<file path="config.mk">
export PLATFORM = sky130hd
export DESIGN_NAME = cau_iter_stage
export DESIGN_NICKNAME = d
export VERILOG_FILES = /design/src/cau_pkg.sv /design/src/cau_iter_stage.sv
export VERILOG_INCLUDE_DIRS = /design/src /design/src/src
export SDC_FILE = /design/constraint.sdc
export NUM_CORES = 1
export LEC_CHECK = 0
export ABC_CLOCK_PERIOD_IN_PS = 29700
export CAP_MARGIN = 20
export CELL_PAD_IN_SITES_DETAIL_PLACEMENT = 0
export CELL_PAD_IN_SITES_GLOBAL_PLACEMENT = 1
export CORE_AREA = 2 2 467 469
export CTS_BUF_LIST = sky130_fd_sc_hd__clkbuf_8 sky130_fd_sc_hd__clkbuf_16
export DETAILED_ROUTE_END_ITERATION = 10
export DIE_AREA = 0 0 469 471
export DONT_BUFFER_PORTS = 1
export GPL_TIMING_DRIVEN = 0
export HOLD_SLACK_MARGIN = 0.05
export MAX_ROUTING_LAYER = met4
export PLACE_DENSITY = 0.33
export SLEW_MARGIN = 20
export SYNTH_ARGS = -nofsm -noshare
export SYNTH_HDL_FRONTEND = slang
export SYNTH_SLANG_ARGS = --single-unit
</file>
<file path="constraint.sdc">
create_clock -name clk_i -period 29.7 [get_ports clk_i]
set_input_delay 1.485 -clock clk_i [delete_from_list [all_inputs] [get_ports clk_i]]
set_output_delay 1.485 -clock clk_i [all_outputs]
set_load 0.01 [all_outputs]
</file>
<file path="src/assert_macros.svh">
// Assertion helpers, clocked on clk_i, disabled while rst_ni is low
`ifndef ASSERT_MACROS_SVH
`define ASSERT_MACROS_SVH

`define CAU_ASSERT(lbl, prop, msg) \
  lbl: assert property (@(posedge clk_i) disable iff (!rst_ni) prop) else $error(msg);

`define CAU_NEVER(lbl, cond, msg) \
  lbl: assert property (@(posedge clk_i) disable iff (!rst_ni) !(cond)) else $error(msg);

`endif

</file>
<file path="src/cau_pkg.sv">
`timescale 1ns / 1ps
package cau_pkg;

  localparam int unsigned FIELD_BITS  = 32;
  localparam int unsigned PROD_BITS   = 64;
  localparam int unsigned QUOT_BITS   = 33;
  localparam int unsigned ROOT_STEPS  = 32;
  localparam int unsigned ITER_STAGES = QUOT_BITS;

  typedef enum logic [2:0] {
    OP_ADD = 3'd0,
    OP_SUB = 3'd1,
    OP_MUL = 3'd2,
    OP_DIV = 3'd3,
    OP_MAG = 3'd4,
    OP_EQ  = 3'd5
  } cau_op_e;

  typedef enum logic [1:0] {
    ST_OK       = 2'd0,
    ST_DIV_ZERO = 2'd1,
    ST_SAT      = 2'd2
  } cau_status_e;

  typedef struct packed {
    logic                 neg;
    logic [PROD_BITS-1:0] m;
  } cau_smag_t;

  typedef struct packed {
    logic                  flag;
    logic [FIELD_BITS-1:0] val;
  } cau_sat_t;

  typedef struct packed {
    cau_op_e               op;
    logic [FIELD_BITS-1:0] rr;
    logic [FIELD_BITS-1:0] ri;
    logic                  eq;
    logic                  flag;
    logic                  dz;
    cau_smag_t             n_re;
    cau_smag_t             n_im;
    logic [PROD_BITS-1:0]  den;
    logic [PROD_BITS-1:0]  rem_re;
    logic [PROD_BITS-1:0]  rem_im;
    logic [QUOT_BITS-1:0]  q_re;
    logic [QUOT_BITS-1:0]  q_im;
    logic                  big_re;
    logic                  big_im;
    logic [PROD_BITS-1:0]  sx;
    logic [PROD_BITS-1:0]  sr;
  } cau_iter_t;

  // clamp a sign-magnitude value to a word of weff bits, sign-extended to the field
  function automatic cau_sat_t sat_word(logic neg, logic [PROD_BITS:0] m, logic big,
                                        int unsigned weff);
    logic [PROD_BITS:0] lim_neg;
    logic [PROD_BITS:0] lim_pos;
    logic [PROD_BITS:0] mm;
    cau_sat_t           r;
    lim_neg = (PROD_BITS+1)'(1) << (weff - 1);
    lim_pos = lim_neg - (PROD_BITS+1)'(1);
    mm      = m;
    r.flag  = 1'b0;
    if (neg) begin
      if (big || (m > lim_neg)) begin
        r.flag = 1'b1;
        mm     = lim_neg;
      end
      r.val = ~mm[FIELD_BITS-1:0] + FIELD_BITS'(1);
    end else begin
      if (big || (m > lim_pos)) begin
        r.flag = 1'b1;
        mm     = lim_pos;
      end
      r.val = mm[FIELD_BITS-1:0];
    end
    return r;
  endfunction

endpackage

</file>
<file path="src/cau_iter_stage.sv">
`timescale 1ns / 1ps
`include "assert_macros.svh"
module cau_iter_stage #(
  parameter int unsigned STEP      = 0,
  parameter int unsigned FRAC_BITS = 16
) (
  input  logic               clk_i,
  input  logic               rst_ni,
  input  logic               valid_i,
  output logic               ready_o,
  input  cau_pkg::cau_iter_t data_i,
  output logic               valid_o,
  input  logic               ready_i,
  output cau_pkg::cau_iter_t data_o
);
  import cau_pkg::*;

  localparam int unsigned DIV_BIT = QUOT_BITS - 1 - STEP;

  logic      valid_q;
  cau_iter_t data_q, data_d;
  logic      b_re, b_im;
  logic [PROD_BITS-1:0] sx_n, sr_n;
  logic [PROD_BITS:0]   t_re, t_im, df_re, df_im;
  logic                 ge_re, ge_im;

  // next dividend bit of num * 2^FRAC_BITS
  if (DIV_BIT >= FRAC_BITS) begin : g_num
    assign b_re = data_i.n_re.m[DIV_BIT - FRAC_BITS];
    assign b_im = data_i.n_im.m[DIV_BIT - FRAC_BITS];
  end else begin : g_zero
    assign b_re = 1'b0;
    assign b_im = 1'b0;
  end

  if (STEP < ROOT_STEPS) begin : g_root
    localparam logic [PROD_BITS-1:0] ROOT_BIT =
      PROD_BITS'(1) << (2 * (ROOT_STEPS - 1 - STEP));
    logic [PROD_BITS-1:0] trial;
    logic                 take;
    assign trial = data_i.sr + ROOT_BIT;
    assign take  = data_i.sx >= trial;
    assign sx_n  = take ? (data_i.sx - trial) : data_i.sx;
    assign sr_n  = take ? ((data_i.sr >> 1) + ROOT_BIT) : (data_i.sr >> 1);
  end else begin : g_noroot
    assign sx_n = data_i.sx;
    assign sr_n = data_i.sr;
  end

  always_comb begin
    t_re  = {data_i.rem_re, b_re};
    t_im  = {data_i.rem_im, b_im};
    ge_re = t_re >= {1'b0, data_i.den};
    ge_im = t_im >= {1'b0, data_i.den};
    df_re = t_re - {1'b0, data_i.den};
    df_im = t_im - {1'b0, data_i.den};

    data_d        = data_i;
    data_d.rem_re = ge_re ? df_re[PROD_BITS-1:0] : t_re[PROD_BITS-1:0];
    data_d.rem_im = ge_im ? df_im[PROD_BITS-1:0] : t_im[PROD_BITS-1:0];
    data_d.q_re   = {data_i.q_re[QUOT_BITS-2:0], ge_re};
    data_d.q_im   = {data_i.q_im[QUOT_BITS-2:0], ge_im};
    data_d.sx     = sx_n;
    data_d.sr     = sr_n;
  end

  assign ready_o = !valid_q || ready_i;
  assign valid_o = valid_q;
  assign data_o  = data_q;

  always_ff @(posedge clk_i or negedge rst_ni) begin
    if (!rst_ni) begin
      valid_q <= 1'b0;
    end else if (ready_o) begin
      valid_q <= valid_i;
    end
  end

  always_ff @(posedge clk_i) begin
    if (ready_o && valid_i) data_q <= data_d;
  end

  `CAU_ASSERT(a_iter_hold, valid_q && !ready_i |=> valid_q && $stable(data_q), "stage item lost")

endmodule

</file>
# After elaboration in Yosys (flattened, before gate mapping)
# Index checks and enable logic that the tools add are counted.
[classes]
add_sub_neg = 5
order_cmp = 3
n_mux = 4
n_reduce_logical = 3
[op_table]
columns = ["op", "n"]
rows = [
  ["64-bit two-way mux", 3],
  ["64-bit subtractor", 3],
  ["65-bit by 64-bit greater-or-equal comparator with 1-bit output", 2],
  ["63-bit by 63-bit adder with 64-bit output, second input constant", 1],
  ["64-bit by 63-bit adder with 64-bit output, second input constant", 1],
  ["64-bit greater-or-equal comparator", 1],
  ["63-bit two-way mux", 1],
  ["1-bit logical AND", 1],
  ["1-bit zero test", 1],
  ["1-bit logical OR", 1],
]
[word_totals]
ff_bits = 589
inputBits = 592
output_inout_bits = 590
wordCells = 36

# Longest topological paths before layout
# Gate-level depths: netlist (run 1).
[logic_depth]
word_depth = 3
ltp_mapped = 17
depth_no_buf = 15

# Least setup slack after synthesis (run 1)
# Ideal clock, no wire load.
[synth_timing]
path_type = "input to register"
startpoint = "in ready_i"
endpoint = "reg data_q (netlist bit data_o[0]), enable pin"
setup_ns = 1.033
t_arrival_ns = 14.993
t_required_ns = 28.667
slack_ns = 13.675
path_stages = 2
path_buffers = 0
path_cell_list = "nand2b_1 -> and2_1"
[synth_between]
elab_chain_len = 2
[synth_rtl]
columns = ["element", "line_no", "rtl"]
rows = [
  ["from (decl)", "cau_iter_stage.sv:13", "input logic ready_i,"],
  ["1-bit logical OR", "cau_iter_stage.sv:67", "assign ready_o = !valid_q || ready_i;"],
  ["1-bit logical AND", "cau_iter_stage.sv:80", "if (ready_o && valid_i) data_q <= data_d;"],
  ["to (signal assigned)", "cau_iter_stage.sv:80", ""],
  ["to (decl)", "cau_iter_stage.sv:21", "cau_iter_t data_q, data_d;"],
]
# Every way passes these cells.
# A chain may end at the register's enable or synchronous reset.

==> impl_metrics.env, run 1 <==
export IMPL_seq_area_frac_synth_pct=56.3
export IMPL_cp_slowest_cell="a21oi_1"
export IMPL_finalSetupViolations=0
export IMPL_gp_congestion=0.881
export IMPL_drcViolationCount=0
export IMPL_outcome="completed"
export IMPL_rows=171
export IMPL_num_vias=23000
export IMPL_yosysWarnings=0
export IMPL_critPathMaxStageDelay_ns=0.71
export IMPL_synth_seq_cells=589
export IMPL_cts_resized=0
export IMPL_area_growth_pct=22.3
export IMPL_grt_overflow_total=0
export IMPL_cts_buffers_inserted=85
export IMPL_post_drt_wl_per_cell_um=32.6
export IMPL_wl_mm=190
export IMPL_cts_max_path_buffers=3
export IMPL_syn_instance_count=2757
export IMPL_layout_cells_most_common="edfxtp_1"
export IMPL_cp_required_ns=30.20
export IMPL_grt_use_total_pct=17.1
export IMPL_cts_clk_slew_worst_paths_ns=0.06
export IMPL_critPathCaptureType="register"
export IMPL_synth_area_mm2=0.0314
export IMPL_clockRootBuffer="clkbuf_16"
export IMPL_ioPinCount=1182
export IMPL_async_flop_share_pct=0.170
export IMPL_cts_hold_buf=0
export IMPL_cts_sinks=589
export IMPL_cts_setup_buffers=0
export IMPL_viasPerCell=3.94
export IMPL_grt_pass1_vias=24000
export IMPL_max_slew_margin_rel_pct=26.5
export IMPL_ys_types=86
export IMPL_synthesis_nets=3544
export IMPL_placed_cells=5625
export IMPL_synth_main_ff_cell="edfxtp_1"
export IMPL_port_buffers=0
export IMPL_syn_area_per_cell_um2=11.4
export IMPL_grt_max_degree=58
export IMPL_die_w_um=469
export IMPL_timing_setup_tns_ns=0
export IMPL_cp_max_fo=10
export IMPL_slew_viol_final=0
export IMPL_maxCapViolCount=0
export IMPL_grt_pass1_wl_mm=243
export IMPL_drtIter0Drc=1353
export IMPL_worst_pin_slew_ns=1.10
export IMPL_period_share_pct=19.0
export IMPL_die_y_um=471
export IMPL_path_buf_inv=3
export IMPL_die_area_mm2=0.221
export IMPL_rr_worst_depth=6
export IMPL_hold_class="in -> async"
export IMPL_initial_core_util_pct=14.5
export IMPL_period_needed_ns=5.64
export IMPL_hold_viol=0
export IMPL_core_mm2=0.216
export IMPL_powerDensity_mw_per_mm2=67.7
export IMPL_ir_drop_v=0.0000383
export IMPL_rsz0062_at_grt="false"
export IMPL_worstPathCellList="inv_1, ha_1, nor2b_1, o2111ai_1, nand3_1, a311oi_2, o21ai_1, a21oi_1, o21ai_2, a41o_1, nand3_1, o21ai_2, buf_2, buf_2, a21oi_1"
export IMPL_clock_skew_ns=0.0660
export IMPL_antenna_found_initial=90
export IMPL_worst_setup_path_type="in -> reg"
export IMPL_drtPass1Iterations=7
export IMPL_power_leakage_nw=13.8
export IMPL_ant_nets=0
export IMPL_final_cell_mix="588 x edfxtp_1, 371 x a21oi_1, 255 x nor2_1, 200 x inv_1, 192 x ha_1"
export IMPL_h_tree_depth=3
export IMPL_worstSetupPathDepth=15
export IMPL_cts_tree="done"
export IMPL_nNetsFinal=3645
export IMPL_final_layout_size_suffix_gt1_share_pct=9.05
export IMPL_fmax_mhz=177
export IMPL_cp_start_kind="input pin"
export IMPL_hpwlAfterDp_mm=163
export IMPL_instances_no_fill=5835
export IMPL_synth_edf_count=588
export IMPL_arrival_ns=6.13
export IMPL_clk_latency_ns=0.74
export IMPL_crit_family="compound AO/OA/AOI/OAI gates"
## flip-flops by register name, summed over array words and instances, names as in the netlist
signal and flops:
valid_o 1, data_o 588
## power breakdown
part / switching (mW) / internal [mW]
Combinational: 0.274 / 0.146
Sequential: 0.0932 / 1.00
Clock: 0.454 / 0.628
## final cells by class
class / count / area [um2]
antenna: 53 / 133
buffer: 111 / 494
clock buffer: 85 / 2130
clock inverter: 72 / 816
fill: 23900 / 178000
inverter: 187 / 702
multi-input combinational: 1870 / 12500
sequential: 589 / 17700
tap: 2854 / 3570
timing repair buffer: 14 / 355
## synthesized netlist by cell type (4+ instances only)
| cell | n | share of area (%) |
|---|---|---|
| a211oi_1 | 12 | 0.29 |
| a21boi_0 | 4 | 0.096 |
| a21o_1 | 107 | 2.6 |
| a21oi_1 | 371 | 5.9 |
| a221oi_1 | 5 | 0.14 |
| a31o_2 | 5 | 0.14 |
| a31oi_1 | 16 | 0.32 |
| and2_1 | 5 | 0.10 |
| and3_1 | 18 | 0.36 |
| buf_1 | 4 | 0.048 |
| buf_2 | 28 | 0.45 |
| buf_4 | 5 | 0.12 |
| clkbuf_1 | 70 | 0.84 |
| edfxtp_1 | 588 | 56 |
| ha_1 | 192 | 7.7 |
| inv_1 | 187 | 2.2 |
| mux2_2 | 45 | 1.6 |
| nand2_1 | 166 | 2.0 |
| nand2b_1 | 18 | 0.36 |
| nand3_1 | 37 | 0.59 |
| nand3b_1 | 4 | 0.096 |
| nand4_1 | 55 | 1.1 |
| nand4b_1 | 4 | 0.11 |
| nor2_1 | 255 | 3.1 |
| nor2b_1 | 18 | 0.36 |
| nor3_1 | 30 | 0.48 |
| nor4_1 | 13 | 0.26 |
| o211ai_1 | 15 | 0.36 |
| o21a_1 | 26 | 0.62 |
| o21ai_0 | 119 | 1.9 |
| o21ai_1 | 7 | 0.11 |
| o21bai_1 | 34 | 0.81 |
| o221ai_1 | 4 | 0.11 |
| o31a_1 | 8 | 0.22 |
| o31ai_1 | 9 | 0.22 |
| o41ai_2 | 4 | 0.21 |
| or3_1 | 10 | 0.20 |
| xnor2_1 | 99 | 2.8 |
| xor2_1 | 80 | 2.2 |
## final timing paths
check / slack (ns) / end / start
max: 24.06 / data_o[293] / data_i[325]
min: 0.50 / valid_o / rst_ni
max reg2reg: 27.07 / data_o[500] / valid_o
min reg2reg: 0.69 / valid_o / valid_o
max in group asynchronous: 29.14 / valid_o / rst_ni
min in group clk_i: 0.69 / valid_o / valid_o
## routing by layer
metal | track usage (%) | share of wire, %
met3 | 6.40 | 8.5
met4 | 4.37 | 2.2
met2 | 31.6 | 54
met5 | - | 0
met1 | 16.6 | 35
## stage by stage
| step | util [%] | instance area (um2) | hold slack [ns] | setup WS [ns] | power, mW |
|---|---|---|---|---|---|
| 5_1_grt | 17.8 | 38400 | 0.448 | 23.61 | 2.73 |
| 2_1_floorplan | - | 31400 | 0.622 | 13.67 | 1.37 |
| 4_1_cts | 17.7 | 38300 | 0.413 | 23.84 | 2.67 |
| 3_3_place_gp | 16.2 | 35000 | 0.659 | 4.58 | 1.59 |
| 6_report | 17.8 | 38400 | 0.496 | 24.06 | 2.60 |
| 3_5_place_dp | 16.3 | 35300 | 0.679 | 23.01 | 1.54 |
## kinds of logic (layout without fill, tap and decap cells)
kind of cell | count (synthesis) | after routing | synth area share, %
muxes | 49 | 49 | 1.75
other | 0 | 53 | 0
buffers and inverters | 298 | 469 | 3.81
xor gates and xnor gates | 179 | 179 | 5.00
adders and majority gates | 195 | 195 | 7.85
and+or+nand+nor | 644 | 644 | 9.32
AOI/OAI and AO/OA | 803 | 803 | 15.9
DFF | 589 | 589 | 56.3
Note: power is estimated with default switching activity, not from simulation.
==> run 2, diff against run 1 <==
--- a/config.mk
+++ b/config.mk
@@ -6,19 +6,19 @@
 export SDC_FILE = /design/constraint.sdc
 export NUM_CORES = 1
 export LEC_CHECK = 0
-export ABC_CLOCK_PERIOD_IN_PS = 29700
+export ABC_CLOCK_PERIOD_IN_PS = 4600
 export CAP_MARGIN = 20
 export CELL_PAD_IN_SITES_DETAIL_PLACEMENT = 0
 export CELL_PAD_IN_SITES_GLOBAL_PLACEMENT = 1
-export CORE_AREA = 2 2 467 469
+export CORE_AREA = 2 2 458 460
 export CTS_BUF_LIST = sky130_fd_sc_hd__clkbuf_8 sky130_fd_sc_hd__clkbuf_16
 export DETAILED_ROUTE_END_ITERATION = 10
-export DIE_AREA = 0 0 469 471
+export DIE_AREA = 0 0 460 462
 export DONT_BUFFER_PORTS = 1
 export GPL_TIMING_DRIVEN = 0
 export HOLD_SLACK_MARGIN = 0.05
 export MAX_ROUTING_LAYER = met4
-export PLACE_DENSITY = 0.33
+export PLACE_DENSITY = 0.35
 export SLEW_MARGIN = 20
 export SYNTH_ARGS = -nofsm -noshare
 export SYNTH_HDL_FRONTEND = slang
==> constraint.sdc (replaced) <==
create_clock -name clk_i -period 4.6 [get_ports clk_i]
set_input_delay 0.23 -clock clk_i [delete_from_list [all_inputs] [get_ports clk_i]]
set_output_delay 0.23 -clock clk_i [all_outputs]
set_load 0.01 [all_outputs]
==> run 2 against run 1 <==
Effect of this change:
- non-clock buffer count up 623
- via count up 13%
- worst hold slack worse by 0.39 ns
- global-route usage up 1.7 points
- highest routed layer unchanged
==> impl_metrics.env, run 2 (same netlist as run 1, synthesis figures left out) <==
export IMPL_drcViolationCount=0
export IMPL_maxCapViolCount=0
export IMPL_grt_max_degree=57
export IMPL_post_drt_wl_per_cell_um=32.3
export IMPL_fill_cells=22700
export IMPL_clk_latency_ns=0.73
export IMPL_cts_tree="done"
export IMPL_outcome="completed"
export IMPL_h_tree_depth=3
export IMPL_final_layout_size_suffix_gt1_share_pct=7.58
export IMPL_grt_pass1_vias=26800
export IMPL_swShare_pct=31.8
export IMPL_powerDensity_mw_per_mm2=390
export IMPL_rows=168
export IMPL_cp_max_fo=10
export IMPL_r2r_slack_ns=2.01
export IMPL_pwr_share_comb_pct=18.9
export IMPL_layout_cells_most_common="dlygate4sd3_1"
export IMPL_core_mm2=0.208
export IMPL_die_y_um=462
export IMPL_drtIter0Drc=1698
export IMPL_period_share_pct=97.6
export IMPL_max_slew_margin_rel_pct=25.4
export IMPL_rsz0062_at_grt="false"
export IMPL_grt_use_total_pct=18.8
export IMPL_timing_setup_tns_ns=0
export IMPL_holdPathStages=3
export IMPL_ir_drop_v=0.000377
export IMPL_clock_skew_ns=0.0471
export IMPL_cp_start_kind="input pin"
export IMPL_fmax_mhz=223
export IMPL_gp_congestion=0.877
export IMPL_clockRootBuffer="clkbuf_16"
export IMPL_switching_power_mw=5.50
export IMPL_nNetsFinal=4266
export IMPL_grt_pass1_wl_mm=259
export IMPL_worst_setup_path_type="in -> reg"
export IMPL_initial_core_util_pct=15.1
export IMPL_finalSetupViolations=0
export IMPL_power_leakage_nw=16.4
export IMPL_ioPinCount=1182
export IMPL_r2r_end="data_o[148]"
export IMPL_power_frac_clock_pct=40.1
export IMPL_arrival_ns=4.96
export IMPL_cts_max_path_buffers=3
export IMPL_seqPwrFrac_pct=41.0
export IMPL_viasPerCell=4.14
export IMPL_grt_overflow_total=0
export IMPL_cp_required_ns=5.07
export IMPL_area_growth_pct=41.4
export IMPL_largest_reg_flops=588
export IMPL_hpwlAfterDp_mm=164
export IMPL_rr_worst_depth=5
export IMPL_die_w_um=460
export IMPL_hold_class="in -> reg"
export IMPL_slew_viol_final=0
export IMPL_critPathCaptureType="register"
export IMPL_num_vias=26000
export IMPL_setup_ws_ns=0.113
export IMPL_power_total_mw=17.3
export IMPL_hp_start="data_i[220]"
export IMPL_worst_pin_slew_ns=1.12
export IMPL_wl_mm=203
export IMPL_cts_buffers_inserted=83
export IMPL_port_buffers=0
export IMPL_cts_clk_slew_worst_paths_ns=0.06
export IMPL_dpl_worst_slack_ns=-0.596
export IMPL_hold_viol=0
export IMPL_period_needed_ns=4.49
export IMPL_hold_path_end="data_o[221]"
export IMPL_cts_sinks=589
export IMPL_p_int_mw=11.8
export IMPL_timing_rr_start="valid_o"
export IMPL_final_cell_mix="620 x dlygate4sd3_1, 588 x edfxtp_1, 370 x a21oi_1, 255 x nor2_1, 200 x inv_1"
export IMPL_die_area_mm2=0.213
export IMPL_drtPass1Iterations=5
export IMPL_ant_nets=0
export IMPL_antenna_found_initial=62
run 2: changes by cell type in the layout (fill, tap and decap cells not counted), sizes merged:
cell and change:
clkbuf -2, diode -26, inv -3, dlygate4sd3 +620, buf +3, bufinv +1
run 2: worst max path at each step:
| stage | from | end | slack (ns) | depth (start not counted) |
|---|---|---|---|---|
| floorplan | valid_o | data_o[0] | -0.53 | 2 |
| global placement | valid_o | data_o[392] | -3.33 | 2 |
| detailed placement | data_i[325] | data_o[292] | -0.60 | 15 |
| CTS | data_i[221] | data_o[258] | 0.01 | 14 |
| global route | data_i[287] | data_o[263] | 0.006 | 15 |
| finish | data_i[287] | data_o[263] | 0.11 | 15 |
run 2: critical path: stages:
cell	delay (ns)
dlygate4sd3_1	0.61
ha_1	0.41
a21oi_1	0.22
o21ai_0	0.18
a221oi_1	0.66
nand2b_1	0.19
a21oi_1	0.08
a211oi_1	0.39
o21ai_4	0.20
a41o_1	0.34
nand3_1	0.16
o21ai_4	0.12
buf_4	0.25
mux2_2	0.30
dlygate4sd3_1	0.57
run 2: power by group through the flow:
stage          registers [mW]  clock network (mW)  logic [mW]
6_report                 7.09                6.95        3.27
2_1_floorplan            6.91                   0        1.81
4_1_cts                  7.13                7.22        3.31
5_1_grt                  7.12                7.38        3.59
3_3_place_gp             7.34                   0        2.71
3_5_place_dp             7.23                   0        2.73
run 2: cell type report:
cell class | count | area, um2 | share of cell area (%)
Antenna cell | 27 | 67.6 | 0.152
Buffer | 111 | 495 | 1.12
Clock buffer | 83 | 2080 | 4.68
Clock inverter | 70 | 817 | 1.84
Inverter | 187 | 702 | 1.58
Multi-Input combinational cell | 1870 | 12500 | 28.3
Sequential cell | 589 | 17700 | 39.9
Tap cell | 2720 | 3400 | 7.67
Timing Repair Buffer | 637 | 6580 | 14.8
run 2: per-stage QoR:
step / util, % / hold WS [ns] / area (um2) / std cells
2_1_floorplan: - / -0.0656 / 31400 / 2757
3_3_place_gp: 16.7 / -0.0656 / 34800 / 5477
3_5_place_dp: 16.9 / -0.0656 / 35100 / 5490
4_1_cts: 21.2 / -0.308 / 44200 / 6261
5_1_grt: 21.3 / 0.0872 / 44400 / 6286
6_report: 21.3 / 0.106 / 44400 / 6294
run 2: routing by layer:
| metal | global-route usage, % | part of all wire [%] | vias up |
|---|---|---|---|
| li1 | - | - | 11700 |
| met1 | 19.3 | 37 | 13000 |
| met2 | 35.0 | 54 | 1078 |
| met3 | 4.95 | 6.9 | 255 |
| met4 | 5.39 | 2.9 | 0 |
| met5 | - | 0 | - |
run 2: what timing repair did:
action | in CTS | in global routing
setup endpoints to repair | 0 | 34
hold buffers | 618 | 2
endpoints found under the hold margin | 618 | 2
gates resized for setup | 0 | 10
setup buffers | 0 | 4
