## config.mk

```make
export PLATFORM = sky130hd
export DESIGN_NAME = cau_final_flat
export DESIGN_NICKNAME = d
export VERILOG_FILES = /design/src/cau_pkg.sv /design/src/cau_if.sv /design/src/cau_final.sv /design/src/flat_wrapper.sv
export VERILOG_INCLUDE_DIRS = /design/src /design/src/src
export SDC_FILE = /design/constraint.sdc
export NUM_CORES = 1
export LEC_CHECK = 0
export BUFFER_PORTS_ARGS = -buffer_cell sky130_fd_sc_hd__buf_4
export CELL_PAD_IN_SITES_DETAIL_PLACEMENT = 0
export CELL_PAD_IN_SITES_GLOBAL_PLACEMENT = 1
export CORE_AREA = 4 4 254 256
export CTS_BUF_LIST = sky130_fd_sc_hd__clkbuf_4
export CTS_CLUSTER_SIZE = 8
export DETAILED_ROUTE_END_ITERATION = 12
export DIE_AREA = 0 0 258 260
export MAX_ROUTING_LAYER = met4
export PLACE_DENSITY_LB_ADDON = 0.1
export SETUP_SLACK_MARGIN = 0.3
export SKIP_LAST_GASP = 1
export SLEW_MARGIN = 10
export SYNTH_ARGS = -nofsm -noshare
export SYNTH_HDL_FRONTEND = slang
export SYNTH_SLANG_ARGS = --single-unit
```

## constraint.sdc

```tcl
create_clock -name clk_i -period 3.1 [get_ports clk_i]
set_input_delay 0.155 -clock clk_i [delete_from_list [all_inputs] [get_ports clk_i]]
set_output_delay 0.155 -clock clk_i [all_outputs]
set_load 0.02 [all_outputs]
```

## src/assert_macros.svh

```systemverilog
// Assertion helpers, clocked on clk_i, disabled while rst_ni is low
`ifndef ASSERT_MACROS_SVH
`define ASSERT_MACROS_SVH

`define CAU_ASSERT(lbl, prop, msg) \
  lbl: assert property (@(posedge clk_i) disable iff (!rst_ni) prop) else $error(msg);

`define CAU_NEVER(lbl, cond, msg) \
  lbl: assert property (@(posedge clk_i) disable iff (!rst_ni) !(cond)) else $error(msg);

`endif

```

## src/cau_pkg.sv

```systemverilog
`timescale 1ns / 1ps
package cau_pkg;

  localparam int unsigned FIELD_BITS  = 32;
  localparam int unsigned PROD_BITS   = 64;
  localparam int unsigned QUOT_BITS   = 33;
  localparam int unsigned ROOT_STEPS  = 32;
  localparam int unsigned ITER_STAGES = QUOT_BITS;

  typedef enum logic [2:0] {
    OP_ADD = 3'd0,
    OP_SUB = 3'd1,
    OP_MUL = 3'd2,
    OP_DIV = 3'd3,
    OP_MAG = 3'd4,
    OP_EQ  = 3'd5
  } cau_op_e;

  typedef enum logic [1:0] {
    ST_OK       = 2'd0,
    ST_DIV_ZERO = 2'd1,
    ST_SAT      = 2'd2
  } cau_status_e;

  typedef struct packed {
    logic                 neg;
    logic [PROD_BITS-1:0] m;
  } cau_smag_t;

  typedef struct packed {
    logic                  flag;
    logic [FIELD_BITS-1:0] val;
  } cau_sat_t;

  typedef struct packed {
    cau_op_e               op;
    logic [FIELD_BITS-1:0] rr;
    logic [FIELD_BITS-1:0] ri;
    logic                  eq;
    logic                  flag;
    logic                  dz;
    cau_smag_t             n_re;
    cau_smag_t             n_im;
    logic [PROD_BITS-1:0]  den;
    logic [PROD_BITS-1:0]  rem_re;
    logic [PROD_BITS-1:0]  rem_im;
    logic [QUOT_BITS-1:0]  q_re;
    logic [QUOT_BITS-1:0]  q_im;
    logic                  big_re;
    logic                  big_im;
    logic [PROD_BITS-1:0]  sx;
    logic [PROD_BITS-1:0]  sr;
  } cau_iter_t;

  // clamp a sign-magnitude value to a word of weff bits, sign-extended to the field
  function automatic cau_sat_t sat_word(logic neg, logic [PROD_BITS:0] m, logic big,
                                        int unsigned weff);
    logic [PROD_BITS:0] lim_neg;
    logic [PROD_BITS:0] lim_pos;
    logic [PROD_BITS:0] mm;
    cau_sat_t           r;
    lim_neg = (PROD_BITS+1)'(1) << (weff - 1);
    lim_pos = lim_neg - (PROD_BITS+1)'(1);
    mm      = m;
    r.flag  = 1'b0;
    if (neg) begin
      if (big || (m > lim_neg)) begin
        r.flag = 1'b1;
        mm     = lim_neg;
      end
      r.val = ~mm[FIELD_BITS-1:0] + FIELD_BITS'(1);
    end else begin
      if (big || (m > lim_pos)) begin
        r.flag = 1'b1;
        mm     = lim_pos;
      end
      r.val = mm[FIELD_BITS-1:0];
    end
    return r;
  endfunction

endpackage

```

## src/cau_if.sv

```systemverilog


interface cau_out_if;
  logic        valid;
  logic        ready;
  logic signed [31:0] res_re;
  logic signed [31:0] res_im;
  logic        is_equal;
  logic [1:0]  status;

  modport source (output valid, res_re, res_im, is_equal, status, input ready);
  modport sink   (input valid, res_re, res_im, is_equal, status, output ready);
endinterface

```

## src/cau_final.sv

```systemverilog
`timescale 1ns / 1ps
`include "assert_macros.svh"
module cau_final #(
  parameter int unsigned WORD_BITS = 32
) (
  input  logic               clk_i,
  input  logic               rst_ni,
  input  logic               valid_i,
  output logic               ready_o,
  input  cau_pkg::cau_iter_t data_i,
  cau_out_if.source          rsp_o
);
  import cau_pkg::*;

  localparam int unsigned WEFF = (WORD_BITS > FIELD_BITS) ? FIELD_BITS : WORD_BITS;

  logic                  valid_q;
  logic [FIELD_BITS-1:0] re_q, im_q, re_d, im_d;
  logic                  eq_q, eq_d;
  cau_status_e           st_q, st_d;
  logic                  up_re, up_im;
  logic [QUOT_BITS:0]    qr_re, qr_im;
  logic [PROD_BITS:0]    root;
  cau_sat_t              ds_re, ds_im, rs;

  always_comb begin
    up_re = {data_i.rem_re, 1'b0} >= {1'b0, data_i.den};
    up_im = {data_i.rem_im, 1'b0} >= {1'b0, data_i.den};
    qr_re = {1'b0, data_i.q_re} + {{QUOT_BITS{1'b0}}, up_re};
    qr_im = {1'b0, data_i.q_im} + {{QUOT_BITS{1'b0}}, up_im};
    ds_re = sat_word(data_i.n_re.neg, (PROD_BITS+1)'(qr_re), data_i.big_re, WEFF);
    ds_im = sat_word(data_i.n_im.neg, (PROD_BITS+1)'(qr_im), data_i.big_im, WEFF);
    root  = {1'b0, data_i.sr} + {{PROD_BITS{1'b0}}, (data_i.sx > data_i.sr)};
    rs    = sat_word(1'b0, root, 1'b0, WEFF);

    re_d = '0;
    im_d = '0;
    eq_d = 1'b0;
    st_d = ST_OK;
    case (data_i.op) inside
      OP_ADD, OP_SUB, OP_MUL, OP_EQ: begin
        re_d = data_i.rr;
        im_d = data_i.ri;
        eq_d = data_i.eq;
        st_d = data_i.flag ? ST_SAT : ST_OK;
      end
      OP_DIV: begin
        if (data_i.dz) begin
          st_d = ST_DIV_ZERO;
        end else begin
          re_d = ds_re.val;
          im_d = ds_im.val;
          st_d = (ds_re.flag || ds_im.flag) ? ST_SAT : ST_OK;
        end
      end
      OP_MAG: begin
        re_d = rs.val;
        st_d = rs.flag ? ST_SAT : ST_OK;
      end
      default: begin
        st_d = ST_OK;
      end
    endcase
  end

  assign ready_o        = !valid_q || rsp_o.ready;
  assign rsp_o.valid    = valid_q;
  assign rsp_o.res_re   = re_q;
  assign rsp_o.res_im   = im_q;
  assign rsp_o.is_equal = eq_q;
  assign rsp_o.status   = st_q;

  always_ff @(posedge clk_i or negedge rst_ni) begin
    if (!rst_ni) begin
      valid_q <= 1'b0;
    end else if (ready_o) begin
      valid_q <= valid_i;
    end
  end

  always_ff @(posedge clk_i) begin
    if (ready_o && valid_i) begin
      re_q <= re_d;
      im_q <= im_d;
      eq_q <= eq_d;
      st_q <= st_d;
    end
  end

  `CAU_ASSERT(a_dz_zero, rsp_o.valid && (rsp_o.status == ST_DIV_ZERO) |-> (rsp_o.res_re == '0) && (rsp_o.res_im == '0), "divide by zero gave a value")
  `CAU_NEVER(a_eq_clean, rsp_o.valid && rsp_o.is_equal && ((rsp_o.status != ST_OK) || (rsp_o.res_re != '0)), "equality item not clean")

endmodule

```

## src/flat_wrapper.sv

```systemverilog
// flat-port wrapper written by rule: the top's interface ports become plain ports
module cau_final_flat import cau_pkg::*;
#(
  parameter int unsigned WORD_BITS = 32
)
  (clk_i, rst_ni, valid_i, ready_o, data_i, rsp_o_valid, rsp_o_res_re, rsp_o_res_im, rsp_o_is_equal, rsp_o_status, rsp_o_ready);
  cau_out_if rsp_o_i ();
  input  logic clk_i;
  input  logic rst_ni;
  input  logic valid_i;
  output logic ready_o;
  input  cau_pkg::cau_iter_t data_i;
  output wire logic [$bits(rsp_o_i.valid)-1:0] rsp_o_valid;
  output wire logic [$bits(rsp_o_i.res_re)-1:0] rsp_o_res_re;
  output wire logic [$bits(rsp_o_i.res_im)-1:0] rsp_o_res_im;
  output wire logic [$bits(rsp_o_i.is_equal)-1:0] rsp_o_is_equal;
  output wire logic [$bits(rsp_o_i.status)-1:0] rsp_o_status;
  input wire logic [$bits(rsp_o_i.ready)-1:0] rsp_o_ready;
  assign rsp_o_valid = rsp_o_i.valid;
  assign rsp_o_res_re = rsp_o_i.res_re;
  assign rsp_o_res_im = rsp_o_i.res_im;
  assign rsp_o_is_equal = rsp_o_i.is_equal;
  assign rsp_o_status = rsp_o_i.status;
  assign rsp_o_i.ready = rsp_o_ready;
  cau_final #(.WORD_BITS(WORD_BITS)) u_core (.clk_i(clk_i), .rst_ni(rst_ni), .valid_i(valid_i), .ready_o(ready_o), .data_i(data_i), .rsp_o(rsp_o_i));
endmodule
```

# Word level (Yosys, flattened, before mapping)
# Index checks and enable logic that the tools add are counted.
# word_totals
reg_bits	68
input_bits	592
out_inout_bits	69
word_cells	63
# classes
n_addsub	5
n_lt_le_gt_ge	8
eq_ne	5
muxes	28
bitwise_logic	2
n_reduce_logical	10
# ops
cell	count
$mux W32	14
$ge A65 B64 Y1	2
$add A33 B1 Y34	2
$gt A34 B31 Y1 const B	2
$gt A34 B32 Y1 const B	2
$mux W33	2
$add A64 B1 Y65	1
$gt A65 B31 Y1 const B	1
$add A32 B1 Y32 const B	2
$gt A64 B64 Y1	1
$not A32 Y32	2
$mux W2	7
$eq A3 B2 Y1 const B	2
$eq A3 B3 Y1 const B	2
$logic_or A1 B1 Y1	6
$mux W1	5
$reduce_or A4 Y1	1
$eq A3 B1 Y1 const B	1
$logic_not A3 Y1	1
$logic_and A1 B1 Y1	1
$logic_not A1 Y1	1

# Logic depth before layout (Yosys ltp)
# Gate-level depths: netlist of run 1.
# logic_depth
depth_word	14
mapped_depth	35
ltp_nobuf	31

# Least setup slack after synthesis of run 1
# No wires, ideal clock.
# synth_timing
kind	input -> register
start	in data_i[350] in the netlist's numbering
end	reg u_core.re_q[26], in the netlist u_core.rsp_o.res_re[26] (data pin)
setup_ps	257
arrival_time_ps	6565
required_time_ps	2843
slack_ps	-3722
stages	35
path_buffers	4
path_cell_list	inv_1 -> ha_1 -> a21o_1 -> a21o_1 -> a21o_1 -> a21o_1 -> a21o_1 -> a21o_1 -> a221oi_1 -> o311ai_0 -> nand2_1 -> nand3_1 -> ha_1 -> ha_1 -> and3_1 -> clkbuf_1 -> nand2_1 -> clkbuf_1 -> nor4_1 -> o311ai_0 -> nor3_1 -> nand4_1 -> nand2_1 -> clkbuf_1 -> nand2_1 -> ha_1 -> o221ai_1 -> a21o_1 -> or3_1 -> clkbuf_1 -> nor4_1 -> nand3_1 -> a21boi_0 -> o21ai_0 -> o2bb2ai_1
# synth_between
elab_chain_cells	12
word_cells_on_any_way	15
classes_between	add/sub (2); order compare (3); mux (7); bitwise (1); reduce/logical (2)
# synth_rtl
element	line_no	text
start: declaration	flat_wrapper.sv:12	input cau_pkg::cau_iter_t data_i;
$ge A65 B64 Y1 *	cau_final.sv:27	up_re = {data_i.rem_re, 1'b0} >= {1'b0, data_i.den};
$add A33 B1 Y34 *	cau_final.sv:29	qr_re = {1'b0, data_i.q_re} + {{QUOT_BITS{1'b0}}, up_re};
$gt A34 B32 Y1	cau_pkg.sv:67	if (big || (m > lim_neg)) begin
$logic_or A1 B1 Y1	cau_pkg.sv:67	
$mux W32	cau_pkg.sv:67	
$mux W32	cau_pkg.sv:66	if (neg) begin
$not A32 Y32	cau_pkg.sv:71	r.val = ~mm[FIELD_BITS-1:0] + FIELD_BITS'(1);
$add A32 B1 Y32	cau_pkg.sv:71	
$mux W33 *	cau_pkg.sv:66	
$mux W32 *	cau_final.sv:48	if (data_i.dz) begin
$mux W32 * (2 in a row)	cau_final.sv:40	case (data_i.op) inside
net u_core.re_d[26]	cau_final.sv:18	logic [FIELD_BITS-1:0] re_q, im_q, re_d, im_d;
end signal: assignment	cau_final.sv:83	re_q <= re_d;
end: declaration	cau_final.sv:18	
# Mark *: on every way through the listed nets, which the timed path passes. The rest lies on a longest branch. The select of a mux whose other input is x is not followed.
# A chain may end at the register's enable or synchronous reset.

# Final worst setup path of run 1
# layout_timing
start	in data_i[374] in the netlist's numbering
end	reg u_core.im_q[14], in the netlist u_core.rsp_o.res_im[14] (data pin)
# layout_between
elab_chain_cells	12
word_cells_on_any_way	15
classes_between	add/sub (2); order compare (3); mux (7); bitwise (1); reduce/logical (2)
# layout_rtl
element	line_no	text
$ge A65 B64 Y1 *	cau_final.sv:28	up_im = {data_i.rem_im, 1'b0} >= {1'b0, data_i.den};
$add A33 B1 Y34 *	cau_final.sv:30	qr_im = {1'b0, data_i.q_im} + {{QUOT_BITS{1'b0}}, up_im};
$gt A34 B32 Y1	cau_pkg.sv:67	
$logic_or A1 B1 Y1	cau_pkg.sv:67	
$mux W32	cau_pkg.sv:67	
$mux W32	cau_pkg.sv:66	
$not A32 Y32	cau_pkg.sv:71	
$add A32 B1 Y32	cau_pkg.sv:71	
$mux W33 *	cau_pkg.sv:66	
$mux W32 *	cau_final.sv:48	
$mux W32 * (2 in a row)	cau_final.sv:40	
net u_core.im_d[14]	cau_final.sv:18	
end signal: assignment	cau_final.sv:84	im_q <= im_d;
end: declaration	cau_final.sv:18	
# Marks and branches as above.

==> impl_metrics.csv, run 1 <==
group,metric,value,unit
global_route,antenna_found_initial,3,
cells_and_area,fin_util,41.49,%
logic_synthesis,synthCells,1807,
logic_synthesis,syn_area_per_cell,7.454,um2
place,pre_cts_ws,-2990,ps
floorplan,ios,661,
setup_path,cp_slowest_cell,"or3_4",
route,wirelength,83.22,mm
status,violations,"setup timing",
power_and_ir_drop,p_leak,12.25,nW
timing,rsz0062_at_grt,"yes",
logic_synthesis,synthDistinctLibCells,83,
clock_tree,clockRootBuffer,"clkbuf_4",
status,status,"complete, but fails checks",
timing,fmax,190.8,MHz
global_route,grt_util_all_layers,24.03,%
logic_synthesis,synthTopCellsByArea,"ha_1 (18%), edfxtp_1 (15%), a21oi_1 (5.2%)",
timing,finalHoldViolCount,0,
run,maxCapViolations,0,
floorplan,core_area,62500,um2
setup_path,cp_common_cell,"a21o_1",
logic_synthesis,synth_edf_count,67,
route,drtPass1Iterations,5,
logic_synthesis,async_flop_share,1.471,%
route,initialDrtViolationCount,898,
power_and_ir_drop,vdd_drop_max,0.0002768,V
timing,post-route-period-util,169.1,%
route,avgViaCountPerCell,4.863,
floorplan,start_util,21.55,%
timing,slew_viol_final,0,
setup_path,critPathCaptureType,"flop",
hold_path,hp-start,"data_i[569]",
setup_path,critPathKind,"in -> reg",
cells_and_area,area_growth,92.56,%
logic_synthesis,syn_nets,2597,
setup_path,r2r_start,"u_core.rsp_o.valid$_DFFE_PN0N_",
logic_synthesis,syn_area,13470,um2
place,dp_hpwl,71.03,mm
timing,setup_ws,-2142,ps
setup_path,crit_required,3440,ps
logic_synthesis,synth_top_area_cell,"ha_1",
setup_path,rr_worst_depth,3,
clock_tree,clock-sinks,68,
global_route,grt_pass1_vias,19400,
clock_tree,clk-insertion-delay-late,570,ps
timing,worstMarginPinSlew,1339,ps
route,antenna_left,0,
route,vias,18790,
floorplan,fp.dieW,258,um
setup_path,worstPathArrival,5590,ps
clock_tree,cts_buffers,9,
power_and_ir_drop,p_per_area,186.4,nW/um2
route,drc_errors,0,
clock_tree,cts_max_level,3,
timing,fin_crit,5242,ps
logic_synthesis,synth_top_area_share,18.39,%
setup_path,crit_start,"data_i[374]",
global_route,grt_start_max_net_pins,40,
route,post_drt_wl_per_cell,21.54,um
global_route,gr-total-overflow,0,
setup_path,r2r_end,"u_core.rsp_o.res_im[1]$_DFFE_PP_",
setup_path,slowest_delay,400,ps
setup_path,cp_max_fo,6,
clock_tree,clk_pin_slew_worst_paths,170,ps
cells_and_area,layout_commonest_cell,"buf_4",
clock_tree,cts_tree,"done",
clock_tree,clk_path_buf_depth,2,
logic_synthesis,synth_flop_cell,"edfxtp_1",
floorplan,rows,92,
floorplan,die_y,260,um
logic_synthesis,yosys_warnings,0,
hold_path,whs_endpoint,"u_core.rsp_o.res_re[16]$_DFFE_PP_",
logic_synthesis,ys_ff_latch,68,
timing,relSlewSlack,10.72,%
cells_and_area,nets,3797,
floorplan,die-area,67080,um2
logic_synthesis,seq_area_frac_synth,15.12,%
timing,setup_viol,65,
global_route,grt_pass1_wl,119.5,mm
setup_path,worstSetupStartpointType,"input port",
cells_and_area,final_cell_mix,"buf_4 (1,144), ha_1 (178), inv_1 (128)",
place,io_buffers,532,
hold_path,hold_path.class,"in -> reg",
place,gp_congestion,0.9084,
hold_path,hold-path-cell-count,3,
setup_path,regToRegSetupSlack,1300,ps
timing,skew,22.24,ps
cells_and_area,final_layout_size_suffix_gt1_share,48.21,%
[state kept, by name, summed over array words and instances, names as in the netlist]
name / count
u_core.rsp_o.res_im: 32
u_core.rsp_o.valid: 1
u_core.rsp_o.res_re: 32
u_core.rsp_o.is_equal: 1
u_core.rsp_o.status: 2
[how the worst max path moves through the flow]
| stage | depth (start not counted) | to | slack, ps |
|---|---|---|---|
| finish | 35 | u_core.rsp_o.res_im[14]$_DFFE_PP_ | -2140 |
| global route | 36 | u_core.rsp_o.res_re[20]$_DFFE_PP_ | -2320 |
| CTS | 33 | u_core.rsp_o.res_re[26]$_DFFE_PP_ | -2110 |
| detailed placement | 34 | u_core.rsp_o.res_re[26]$_DFFE_PP_ | -2990 |
| global placement | 34 | u_core.rsp_o.res_re[26]$_DFFE_PP_ | -2900 |
| floorplan | 35 | u_core.rsp_o.res_im[18]$_DFFE_PP_ | -2730 |
[routing by layer]
| layer | routed length (um) | global-route usage [%] | up-vias |
|---|---|---|---|
| met5 | 0 | - | - |
| met4 | 1503 | 4.371 | 0 |
| met3 | 3608 | 2.814 | 71 |
| met2 | 43130 | 43.75 | 500 |
| met1 | 34980 | 28.84 | 9001 |
| li1 | - | - | 9217 |
[report_power, final]
part / switching [mW] / internal [mW] / total, mW / leakage (nW)
Sequential: 0.0363 / 1.10 / 1.14 / 0.659
Combinational: 1.41 / 1.56 / 2.98 / 11.5
Clock: 0.469 / 0.250 / 0.719 / 0.0807
[layout make-up]
type | instances | area (um2)
Fill cell | 6535 | 36570
Inverter | 141 | 584.3
Sequential cell | 68 | 2037
Clock buffer | 9 | 67.56
Multi-Input combinational cell | 1517 | 12010
Clock inverter | 7 | 75.07
Timing Repair Buffer | 1270 | 10090
Tap cell | 846 | 1059
Antenna cell | 6 | 15.01
[cells by family (layout without fill, tap and decap cells)]
kind of cell	count (synthesis)	in the layout	synth area share, %
other	0	6	0
XOR/XNOR	109	109	7.088
AO/OA/AOI/OAI	509	509	24.71
buffers and inverters	222	1427	6.382
multiplexers	17	17	1.273
AND/OR/NAND/NOR	684	684	27.03
adder cells (fa/ha/maj)	198	198	18.39
flip-flops	68	68	15.12
[metrics by stage]
stage / hold WS, ps / instances / setup TNS [ps] / area [um2] / total power [mW]
2_1_floorplan: -140.6 / 1807 / -122830 / 14140 / 2.264
3_3_place_gp: -69.71 / 3700 / -156100 / 23260 / 3.822
3_5_place_dp: -68.38 / 3700 / -161270 / 23260 / 3.836
4_1_cts: 19.45 / 3815 / -111580 / 24980 / 4.767
5_1_grt: 41.53 / 3862 / -127760 / 25930 / 5.154
6_report: 102.0 / 3864 / -116380 / 25940 / 4.834
[critical path, delay by kind of cell]
family	cells	cell delay, ps
AOI/OAI and AO/OA	14	2110
and+or+nand+nor	10	1710
adders and majority gates	4	760
buffers and inverters	6	670
xor gates and xnor gates	1	150
[timing repair]
item                                   4_1_cts  5_1_grt
hold buffers                                66        0
setup endpoints to repair                   65       65
gates resized for setup                    137      139
cloned                                       4        2
setup buffers                               29       41
endpoints found under the hold margin       63        0
pin swaps                                   73       86
[Yosys cell counts, drive strengths merged (7+ instances only)]
cell and count:
o32a 11, o22ai 10, nand3 93, edfxtp 67, a211oi 19, nor2 110, clkbuf 75, or4 12
nand2 132, nand2b 20, and4 17, a21o 92, ha 198, nor3 57, nor2b 24, o211ai 12
and2 19, nand4 86, a21oi 142, a31oi 15, inv 140, xor2 29, xnor2 80, or3 25
o21ai 104, or2 7, a311oi 8, mux2i 16, and3 17, nor4 39, o31ai 20
No activity file was read; power rests on OpenSTA's default activity.
==> inputs of run 2 (changes only) <==
- CORE_AREA: 4 4 254 256 -> 4 4 259 261
- DIE_AREA: 0 0 258 260 -> 0 0 263 265
==> run 2 against run 1 <==
The run still ends with setup timing left. Worst setup slack worse by 36 ps. Utilization is 1.5 points lower. Power is 0.32% lower. Cell count is 0.31% higher. Critical endpoint is now u_core.rsp_o.res_re[22]$_DFFE_PP_.
==> impl_metrics.csv, run 2 (synthesized netlist as in run 1, its figures left out) <==
group,metric,value,unit
cells_and_area,fillers,6795,
timing,fmax,189.5,MHz
setup_path,cp_max_fo,3,
floorplan,fp.dieW,263,um
route,drtPass1Iterations,5,
floorplan,rows,93,
cells_and_area,multi_input_area,11860,um2
setup_path,crit_buf_inv,3,
status,status,"complete, but fails checks",
floorplan,ios,661,
cells_and_area,final_layout_size_suffix_gt1_share,47.86,%
timing,finalHoldViolCount,0,
hold_path,hold_path.class,"in -> reg",
timing,rsz0062_at_grt,"yes",
global_route,grt_pass1_wl,121.0,mm
floorplan,start_util,20.89,%
setup_path,worstSetupStartpointType,"input port",
cells_and_area,layout_commonest_cell,"buf_4",
setup_path,critPathKind,"in -> reg",
place,placed_area,23170,um2
timing,relSlewSlack,47.36,%
setup_path,critPathCaptureType,"flop",
route,initialDrtViolationCount,1009,
place,pre_cts_ws,-3076,ps
clock_tree,clockRootBuffer,"clkbuf_4",
place,dp_cells,3696,
route,antenna_left,0,
cells_and_area,fin_area,25780,um2
clock_tree,clk_path_buf_depth,2,
cells_and_area,seqCellArea,2037,um2
setup_path,cp_common_cell,"a21o_1",
run,maxCapViolations,0,
place,dp_hpwl,70.46,mm
setup_path,crit_required,3430,ps
setup_path,cp_slowest_cell,"or3_4",
global_route,grt_util_all_layers,23.05,%
route,avgViaCountPerCell,4.861,
cells_and_area,finalNonFillerCells,3876,
global_route,gr-total-overflow,0,
place,gp_congestion,0.9436,
power_and_ir_drop,p_leak,12.22,nW
clock_tree,clock-sinks,68,
timing,post-route-period-util,170.3,%
timing,slew_viol_final,0,
setup_path,rr_worst_depth,3,
cells_and_area,nets,3796,
timing,skew,40.58,ps
place,io_buffers,532,
hold_path,hold-path-cell-count,3,
cells_and_area,area_growth,91.39,%
clock_tree,cts_tree,"done",
clock_tree,clk_pin_slew_worst_paths,160,ps
status,violations,"setup timing",
timing,setup_viol,65,
cells_and_area,final_cell_mix,"buf_4 (1,135), ha_1 (180), inv_1 (130)",
clock_tree,cts_max_level,3,
clock_tree,clk-insertion-delay-late,590,ps
timing,setup_ws,-2178,ps
power_and_ir_drop,finalPower,4.818,mW
setup_path,slowest_delay,350,ps
route,wirelength,82.15,mm
clock_tree,cts_buffers,9,
power_and_ir_drop,p_per_area,186.9,nW/um2
timing,worstMarginPinSlew,789.6,ps
setup_path,cpLargestDelayFamily,"simple AND/OR/NAND/NOR gates",
setup_path,cp_num_cells,33,
setup_path,worstPathArrival,5610,ps
power_and_ir_drop,vdd_drop_max,0.0002583,V
global_route,antenna_found_initial,8,
timing,fin_crit,5278,ps
route,drc_errors,0,
route,post_drt_wl_per_cell,21.20,um
route,vias,18840,
global_route,grt_start_max_net_pins,39,
global_route,grt_pass1_vias,19690,
floorplan,die_y,265,um
floorplan,die-area,69700,um2
floorplan,core_area,64460,um2
run 2: changes by cell type in the layout (fill, tap and decap cells not counted), sizes merged:
cell / before / now
clkinv: 5 / 1
clkbuf: 11 / 9
diode: 6 / 10
clkinvlp: 0 / 2
inv: 142 / 144
dlygate4sd3: 66 / 67
run 2: worst paths after layout:
path / start / end / slack [ps]
max: data_i[334] / u_core.rsp_o.res_re[22]$_DFFE_PP_ / -2180
min reg2reg: u_core.rsp_o.valid$_DFFE_PN0N_ / u_core.rsp_o.res_im[21]$_DFFE_PP_ / 1080
max in group asynchronous: rst_ni / u_core.rsp_o.valid$_DFFE_PN0N_ / 2540
min in group asynchronous: rst_ni / u_core.rsp_o.valid$_DFFE_PN0N_ / 450
max reg2reg: u_core.rsp_o.valid$_DFFE_PN0N_ / u_core.rsp_o.res_re[2]$_DFFE_PP_ / 1370
min: data_i[517] / u_core.rsp_o.res_re[26]$_DFFE_PP_ / 60
run 2: power breakdown:
group          total [mW]  switching, mW  internal (mW)
Clock               0.737          0.482          0.255
Combinational        2.95           1.40           1.55
Sequential           1.13         0.0321           1.10
run 2: repair_timing:
action                                  4_1_cts  5_1_grt
hold buffers                                 67        0
gates cloned                                  1        0
resized for setup                           177       86
buffers inserted                             66       20
hold endpoints to repair                     64        0
pin swaps                                    94       78
endpoints found under the setup margin       65       65
run 2: through the flow:
step / setup TNS, ps / util, % / hold WS (ps)
floorplan: -122830 / - / -140.6
global route: -131020 / 39.98 / 34.66
CTS: -114250 / 39.17 / 3.074
global placement: -160200 / 35.94 / -69.21
finish: -116870 / 39.99 / 59.23
detailed placement: -164660 / 35.94 / -68.66
run 2: area by class of cell:
class                           instances  area share, %
Multi-Input combinational cell       1517          46.01
Timing Repair Buffer                 1269          39.02
Sequential cell                        68          7.902
Tap cell                              855          4.150
Inverter                              141          2.247
Clock inverter                          7         0.3106
Clock buffer                            9         0.2621
Antenna cell                           10        0.09707
run 2: worst min-delay path: cells and delay by family:
family / cells / cell delay, ps
AOI/OAI and AO/OA: 2 / 220
buffers and inverters: 1 / 150
run 2: routing by layer:
| layer | global-route usage, % | routed length, um |
|---|---|---|
| met5 | - | 0 |
| met1 | 28.40 | 34930 |
| met3 | 2.376 | 3522 |
| met2 | 40.92 | 41880 |
| met4 | 4.938 | 1826 |
